**config.mk**
```make
export PLATFORM = sky130hd
export DESIGN_NAME = binary_to_decimal_ascii
export DESIGN_NICKNAME = d
export VERILOG_FILES = /design/src/rtl/b2da_pkg.sv /design/src/rtl/binary_to_decimal_ascii.sv /design/src/rtl/b2da_stage.sv /design/src/rtl/b2da_serial.sv
export SDC_FILE = /design/constraint.sdc
export NUM_CORES = 1
export LEC_CHECK = 0
export BUFFER_PORTS_ARGS = -buffer_cell sky130_fd_sc_hd__clkbuf_2
export CAP_MARGIN = 25
export CORE_ASPECT_RATIO = 1.1
export CORE_MARGIN = 2
export CORE_UTILIZATION = 50
export DETAILED_ROUTE_END_ITERATION = 16
export PLACE_DENSITY_LB_ADDON = 0.12
export REMOVE_ABC_BUFFERS = 1
export SYNTH_ARGS = -nofsm -noshare
export SYNTH_HDL_FRONTEND = slang
export SYNTH_SLANG_ARGS = --single-unit
```
**constraint.sdc**
```tcl
create_clock -name clk_i -period 20.7 [get_ports clk_i]
set_input_delay 3.105 -clock clk_i [delete_from_list [all_inputs] [get_ports clk_i]]
set_output_delay 3.105 -clock clk_i [all_outputs]
set_load 0.02 [all_outputs]
```
**src/rtl/b2da_pkg.sv**
```systemverilog
// Shared constants, types and helpers for the binary to decimal ASCII converter.
package b2da_pkg;

  localparam int unsigned NumberWidth = 32;
  localparam int unsigned InWidth     = 32;
  localparam int unsigned ConvWidth   = (NumberWidth < InWidth) ? NumberWidth : InWidth;

  // Bits consumed per pipeline stage.
  localparam int unsigned StageBits = 8;
  localparam int unsigned NumStages = (ConvWidth + StageBits - 1) / StageBits;
  localparam int unsigned PadWidth  = NumStages * StageBits;

  localparam int unsigned CharWidth = 6;
  localparam logic [CharWidth-1:0] AsciiZero = CharWidth'(48);

  // Decimal digits needed for the largest ConvWidth-bit value.
  function automatic int unsigned count_digits(int unsigned width);
    longint unsigned v;
    int unsigned n;
    v = (64'd1 << width) - 64'd1;
    n = 1;
    v = v / 10;
    while (v != 0) begin
      n = n + 1;
      v = v / 10;
    end
    return n;
  endfunction

  localparam int unsigned NumDigits = count_digits(ConvWidth);
  localparam int unsigned DigitIdxW = (NumDigits > 1) ? $clog2(NumDigits) : 1;

  typedef logic [NumDigits-1:0][3:0] bcd_t;

  typedef struct packed {
    bcd_t                bcd;
    logic [PadWidth-1:0] bin;
  } dabble_t;

endpackage

```
**src/rtl/binary_to_decimal_ascii.sv**
```systemverilog
// Binary to decimal ASCII converter, top level.
// Each request carries one unsigned number; the block returns its decimal digits
// as ASCII '0'..'9', most significant first, leading zeros dropped (zero gives a
// single '0'), with last_digit_o set on the final digit. Conversion is a
// double-dabble pipeline of NumStages stages (4 for 32 bits, 8 bits per stage).
// The serializer then sends one digit per cycle while the receiver takes them; a
// number has 1 to 10 digits, and runs follow each other without gaps while the
// pipeline keeps it fed.
module binary_to_decimal_ascii (
  input  logic                           clk_i,
  input  logic                           rst_ni,
  input  logic                           in_valid_i,
  output logic                           in_ready_o,
  input  logic [b2da_pkg::InWidth-1:0]   number_value_i,
  output logic                           out_valid_o,
  input  logic                           out_ready_i,
  output logic [b2da_pkg::CharWidth-1:0] digit_char_o,
  output logic                           last_digit_o
);
  import b2da_pkg::*;

  logic    stg_valid [NumStages+1];
  logic    stg_ready [NumStages+1];
  dabble_t stg_data  [NumStages+1];

  assign stg_valid[0]    = in_valid_i;
  assign in_ready_o      = stg_ready[0];
  assign stg_data[0].bcd = '0;
  assign stg_data[0].bin = PadWidth'(number_value_i[ConvWidth-1:0]);

  for (genvar g = 0; g < NumStages; g++) begin : g_stage
    b2da_stage u_stage (
      .clk_i       (clk_i),
      .rst_ni      (rst_ni),
      .in_valid_i  (stg_valid[g]),
      .in_ready_o  (stg_ready[g]),
      .in_data_i   (stg_data[g]),
      .out_valid_o (stg_valid[g+1]),
      .out_ready_i (stg_ready[g+1]),
      .out_data_o  (stg_data[g+1])
    );
  end

  b2da_serial u_serial (
    .clk_i        (clk_i),
    .rst_ni       (rst_ni),
    .in_valid_i   (stg_valid[NumStages]),
    .in_ready_o   (stg_ready[NumStages]),
    .in_bcd_i     (stg_data[NumStages].bcd),
    .out_valid_o  (out_valid_o),
    .out_ready_i  (out_ready_i),
    .digit_char_o (digit_char_o),
    .last_digit_o (last_digit_o)
  );

endmodule

```
**src/rtl/b2da_stage.sv**
```systemverilog
// One double-dabble pipeline stage: StageBits shift/add-3 steps and a register.
module b2da_stage (
  input  logic              clk_i,
  input  logic              rst_ni,
  input  logic              in_valid_i,
  output logic              in_ready_o,
  input  b2da_pkg::dabble_t in_data_i,
  output logic              out_valid_o,
  input  logic              out_ready_i,
  output b2da_pkg::dabble_t out_data_o
);
  import b2da_pkg::*;

  logic    valid_q;
  dabble_t data_d, data_q;

  always_comb begin
    data_d = in_data_i;
    for (int s = 0; s < int'(StageBits); s++) begin
      for (int d = 0; d < int'(NumDigits); d++) begin
        if (data_d.bcd[d] >= 4'd5) begin
          data_d.bcd[d] = data_d.bcd[d] + 4'd3;
        end
      end
      data_d = data_d << 1;
    end
  end

  assign in_ready_o  = !valid_q || out_ready_i;
  assign out_valid_o = valid_q;
  assign out_data_o  = data_q;

  always_ff @(posedge clk_i or negedge rst_ni) begin
    if (!rst_ni) begin
      valid_q <= 1'b0;
    end else if (in_ready_o) begin
      valid_q <= in_valid_i;
    end
  end

  always_ff @(posedge clk_i) begin
    if (in_ready_o && in_valid_i) begin
      data_q <= data_d;
    end
  end

endmodule

```
**src/rtl/b2da_serial.sv**
```systemverilog
// Digit serializer: skips leading zeros and sends one ASCII digit per cycle while the receiver takes them.
module b2da_serial (
  input  logic                               clk_i,
  input  logic                               rst_ni,
  input  logic                               in_valid_i,
  output logic                               in_ready_o,
  input  b2da_pkg::bcd_t                     in_bcd_i,
  output logic                               out_valid_o,
  input  logic                               out_ready_i,
  output logic [b2da_pkg::CharWidth-1:0]     digit_char_o,
  output logic                               last_digit_o
);
  import b2da_pkg::*;

  bcd_t                 bcd_q;
  logic [DigitIdxW-1:0] idx_q;
  logic [DigitIdxW-1:0] lead;
  logic                 busy_q;
  logic                 out_valid_q;
  logic [3:0]           digit_q;
  logic                 last_q;
  logic                 emit;
  logic                 in_fire;
  logic                 at_end;

  // Highest nonzero digit; zero renders as a single digit.
  always_comb begin
    lead = '0;
    for (int i = 0; i < int'(NumDigits); i++) begin
      if (in_bcd_i[i] != 4'd0) begin
        lead = DigitIdxW'(i);
      end
    end
  end

  assign at_end     = (idx_q == '0);
  assign emit       = busy_q && (!out_valid_q || out_ready_i);
  assign in_ready_o = !busy_q || (emit && at_end);
  assign in_fire    = in_valid_i && in_ready_o;

  always_ff @(posedge clk_i or negedge rst_ni) begin
    if (!rst_ni) begin
      busy_q      <= 1'b0;
      idx_q       <= '0;
      out_valid_q <= 1'b0;
    end else begin
      if (in_fire) begin
        busy_q <= 1'b1;
        idx_q  <= lead;
      end else if (emit) begin
        busy_q <= !at_end;
        idx_q  <= idx_q - 1'b1;
      end
      if (emit) begin
        out_valid_q <= 1'b1;
      end else if (out_ready_i) begin
        out_valid_q <= 1'b0;
      end
    end
  end

  always_ff @(posedge clk_i) begin
    if (in_fire) begin
      bcd_q <= in_bcd_i;
    end
    if (emit) begin
      digit_q <= bcd_q[idx_q];
      last_q  <= at_end;
    end
  end

  assign out_valid_o  = out_valid_q;
  assign digit_char_o = AsciiZero + {{(CharWidth-4){1'b0}}, digit_q};
  assign last_digit_o = last_q;

  a_load_busy: assert property (@(posedge clk_i) disable iff (!rst_ni)
    in_fire |=> busy_q)
    else $error("serializer not busy after load");

  a_idx_range: assert property (@(posedge clk_i) disable iff (!rst_ni)
    busy_q |-> (idx_q < DigitIdxW'(NumDigits)))
    else $error("digit index out of range");

  a_digit_bcd: assert property (@(posedge clk_i) disable iff (!rst_ni)
    out_valid_q |-> (digit_q <= 4'd9))
    else $error("non-decimal digit sent");

endmodule

```
==> Yosys cells after proc, flatten, opt, wreduce, memory -nomap -nowiden <==
Cells that the tools add are included.
{ "word_totals": {"input_bits": 36, "wordCells": 908, "output_inout_bits": 9, "regBits": 252} }
{ "classes": {"n_addsub": 267, "magnitude_cmp": 266, "n_reduce_logical": 32, "mux": 282} }
{ "ops": {"columns": ["cell", "count"], "rows": [
  ["$ge 4x3->1 const B", 255],
  ["$mux 4", 253],
  ["$add 4x2->4 const B", 234],
  ["$mux 3", 22],
  ["$add 3x2->3 const B", 21],
  ["$reduce_bool 4->1", 9],
  ["$add 1x2->3 const B", 10],
  ["$ge 1x3->1 const B", 10],
  ["$bmux 4 s4", 1],
  ["$logic_and 1x1->1", 7],
  ["$logic_not 1->1", 7],
  ["$add 5x5->6 const A", 1],
  ["$logic_or 1x1->1", 6],
  ["$mux 1", 6],
  ["$lt 4x5->1 const B", 1],
  ["$logic_not 4->1", 1],
  ["$reduce_bool 2->1", 2],
  ["$sub 4x1->4 const B", 1]
]} }

==> Longest topological paths before layout <==
{ "logic_depth": {"ltp_word": 16, "ltp_mapped": 38, "mapped_depth_nobuf": 36} }

==> By module <==
A second synthesis with hierarchy kept.
{ "unflattened": {"cells_unflattened": 6903, "hier_area_um2": 54060.6} }
{ "by_module_without_submodules": {"columns": ["mod", "cells_per_inst", "n_inst", "seq_area_each_um2", "area_each_um2"], "rows": [
  ["b2da_stage", 1692, 4, 1946.9, 12959.9],
  ["b2da_serial", 134, 1, 1501.4, 2217.1],
  ["binary_to_decimal_ascii", 1, 1, 0.0, 3.8]
]} }

==> Worst setup path after synthesis <==
OpenSTA, ideal clock, no wires.
{ "synth_timing": {"kind": "input to register", "startpoint": "input number_value_i[30] (netlist bit)", "endpoint": "register g_stage[0].u_stage.data_q, in the netlist g_stage[0].u_stage.out_data_o[34], data pin", "setup_ps": 274, "path_buffers": 0, "t_arrival_ps": 6805, "required_ps": 20426, "path_slack_ps": 13622, "stages": 20, "path_cell_list": "inv_1 > ha_1 > o21ai_0 > xnor2_1 > ha_1 > nand2b_1 > a21oi_1 > xnor2_1 > ha_1 > nand2b_1 > a21oi_1 > xnor2_1 > ha_1 > nand2b_1 > a21boi_0 > xnor2_1 > ha_1 > nand2b_1 > a21boi_0 > mux2i_1"} }
{ "synth_lines": {"columns": ["item", "line", "source"], "rows": [
  ["start, declared", "binary_to_decimal_ascii.sv:14", "input logic [b2da_pkg::InWidth-1:0] number_value_i,"],
  ["end signal, assigned", "b2da_stage.sv:43", "data_q <= data_d;"],
  ["end, declared", "b2da_stage.sv:15", "dabble_t data_d, data_q;"]
]} }

==> run_results.csv <==
group,metric,value,unit
timing,post-route-period-util,36.5,%
synthesis,synth_area_leader_cell,"edfxtp_1",
clocking,cts_buffers,27,
synthesis,yosys_most_used_dff,"edfxtp_1",
floorplan,dieHeight,238,um
synthesis,mappedNetlistArea,0.0250,mm^2
clocking,cts-root-to-sink-buffers,3,
worst_setup_path,crit_end_element,"flip-flop",
timing,final-hold-violation-count,0,
routing,routedWlPerCell,13.8,um
global_routing,grt_pass1_wl,91.1,mm
timing,final.setup.tns,0,ns
worst_setup_path,cp_data_arrival_time,7.86,ns
final_layout,final_design_area_no_fill,0.0266,mm^2
global_routing,first_global_vias,21100,
synthesis,synth-async-reset-ratio,4.88,%
timing,finalClockSkew,0.0142,ns
timing,tightest_slew,1.01,ns
worst_setup_path,critical_path.most_common_cell,"ha_1",
clocking,post_cts.repair.setup_buffers,0,
synthesis,post_synth_main_area_contributors,"edfxtp_1 23%, ha_1 7.5%, a21oi_1 4.8%",
status,run_status,"finished, final reports clean",
clocking,clock_tree.root_cell,"clkbuf_16",
clocking,clkSinkCount,205,
timing,rsz0062_at_grt,"false",
timing,hold-worst-slack,0.419,ns
routing,antenna_violating_nets_post_route,0,
clocking,cts_hold_buffers,0,
worst_setup_path,critPathMaxFanout,13,
synthesis,avgSynthCellArea,8.04,um^2
floorplan,die_area,0.0517,mm^2
global_routing,globalRouteOverflowTotal,0,
routing,tritonroute_pass_1_iters,5,
floorplan,initial_utilization,50.8,%
clocking,post_cts_resized,0,
routing,detail_route.drc_violations,0,
clocking,cts_htree_levels,1,
final_layout,area.growth.synth_to_final,6.72,%
clocking,insertion_delay,0.57,ns
placement,placement.io_buffers,42,
global_routing,track_usage,19.7,%
floorplan,core_region_area,0.0491,mm^2
global_routing,grt_start_max_net_pins,43,
floorplan,io_pins,45,
timing,final.min_clock_period,7.55,ns
min_path,min_path_type,"flip-flop to flip-flop",
routing,routed-via-count,22700,
synthesis,synth_top_cells_by_count,"277 x nand2_1, 237 x a21oi_1, 237 x nor2_1",
synthesis,post-synth-top-area-fraction,23.5,%
placement,hpwl,39.6,mm
clocking,clkSlewWorstSetupHoldPaths,0.06,ns
synthesis,ys_ff_latch,205,
timing,fmax,132,MHz
worst_setup_path,data_required_time_of_the_critical_path,21.01,ns
synthesis,synthDistinctLibCells,124,
floorplan,dieWidth,217,um
worst_setup_path,timing.setup.critical_path_class,"flip-flop to flip-flop",
final_layout,final_nets,3288,
worst_setup_path,setup.worst_path.start_class,"flip-flop",
timing,final_critical_path_setup_slack,13.15,ns
floorplan,placement_rows,85,
placement,placement_stage_cell_area,0.0257,mm^2
worst_setup_path,worst_path_largest_cell_delay,0.52,ns
placement,place_congestion,0.830,
job,max_cap_check_violation_count,0,
clocking,tritoncts,"done",
final_layout,drive_above_1_share,9.54,%
timing,report.final.slew_viol_count,0,
synthesis,netlist_instances,3105,
routing,vias_per_cell,6.01,
worst_setup_path,reg2reg_slack,13.15,ns
worst_setup_path,slowest_stage,"xnor2_1",
final_layout,num_antenna_cells,0,
synthesis,synth-edff-count,195,
synthesis,yosys_warnings,0,
placement,post-place-ws,12.94,ns
synthesis,synth.most_common_cell,"nand2_1",
timing,setup_viol,0,
routing,drt-total-wl,52.0,mm
timing,max_slew_headroom,32.4,%
synthesis,synth.yosys.seq_area_share,24.5,%
global_routing,grt_antenna_before_repair,0,
routing,drt_first_iter_violations,1193,
final cells by class:
class                           count  area [um^2]
Timing Repair Buffer               55          329
Inverter                          246          923
Fill cell                        4567        22500
Clock inverter                     18          198
Sequential cell                   205         6110
Clock buffer                       32          704
Multi-Input combinational cell   2568        17600
Tap cell                          652          816
metal layers:
layer  part of all wire (%)  GRT usage (%)  vias up
li1                       -              -    11700
met1                     46           24.4    10600
met2                     49           36.7      302
met3                    2.9           1.95       54
met4                    1.6           4.42        0
met5                      0              0        -
final timing paths:
check / from / end / cells past startpoint
max in group asynchronous: rst_ni / u_serial.idx_q[2] / 1
min in group asynchronous: rst_ni / u_serial.idx_q[3] / 1
worst min register to register: g_stage[1].u_stage.out_data_o[21] / g_stage[2].u_stage.out_data_o[29] / 0
worst max register to register: g_stage[1].u_stage.out_data_o[48] / g_stage[2].u_stage.out_data_o[53] / 28
worst max-delay path: g_stage[1].u_stage.out_data_o[48] / g_stage[2].u_stage.out_data_o[53] / 28
worst min-delay path: g_stage[1].u_stage.out_data_o[21] / g_stage[2].u_stage.out_data_o[29] / 0
cells in the final DEF, fill, tap and decap left out, types with 33 or more instances in the layout:
cell	synthesis	final
nand3_1	79	79
a31oi_1	59	59
o211ai_1	59	59
a21oi_1	237	237
nand2_1	277	277
edfxtp_1	195	195
o21a_1	47	47
and2_1	46	43
nand2b_1	61	61
xnor2_1	104	104
a21o_1	36	36
inv_1	228	228
ha_1	149	149
clkbuf_2	1	42
o22ai_1	33	33
mux2_2	58	58
a211oi_1	49	49
mux2i_1	86	86
nor2b_1	34	34
o21ai_0	214	214
nor3_1	75	75
o21ai_1	40	40
nor2_1	237	237
per-stage QoR:
stage	instances	util (%)
floorplan	3019	-
global placement	3723	52.3
detailed placement	3724	52.3
CTS	3774	54.1
global route	3776	54.2
finish	3776	54.2
kinds of logic (layout without fill, tap and decap cells):
| group | count (synthesis) | count (layout) | share of synthesized area [%] |
|---|---|---|---|
| multiplexers | 157 | 157 | 7.13 |
| buffers and inverters | 333 | 351 | 5.21 |
| flip-flops | 205 | 205 | 24.5 |
| AO/OA/AOI/OAI | 1119 | 1119 | 30.6 |
| AND/OR/NAND/NOR | 996 | 996 | 19.6 |
| XOR/XNOR | 143 | 143 | 5.42 |
| adder cells (fa/ha/maj) | 151 | 151 | 7.55 |
| other | 1 | 2 | 0.0150 |
state kept, by name, summed over array words and instances (netlist names):
signal,count
g_stage.u_stage.out_data_o,150
u_serial.bcd_q,40
g_stage.u_stage.out_valid_o,4
u_serial.digit_q,4
u_serial.idx_q,4
u_serial.busy_q,1
u_serial.last_digit_o,1
u_serial.out_valid_o,1
critical path, delay by kind of cell, from the launching register on:
kind                       cells  cell delay [ns]
AOI/OAI and AO/OA             14             3.22
xor gates and xnor gates       1             0.52
adders and majority gates      5             1.63
buffers and inverters          3             0.40
DFF                            1             0.44
and+or+nand+nor                5             1.07
Power is not shown: default switching activity piles up to over one toggle a cycle in this logic, so the estimate is an artifact.
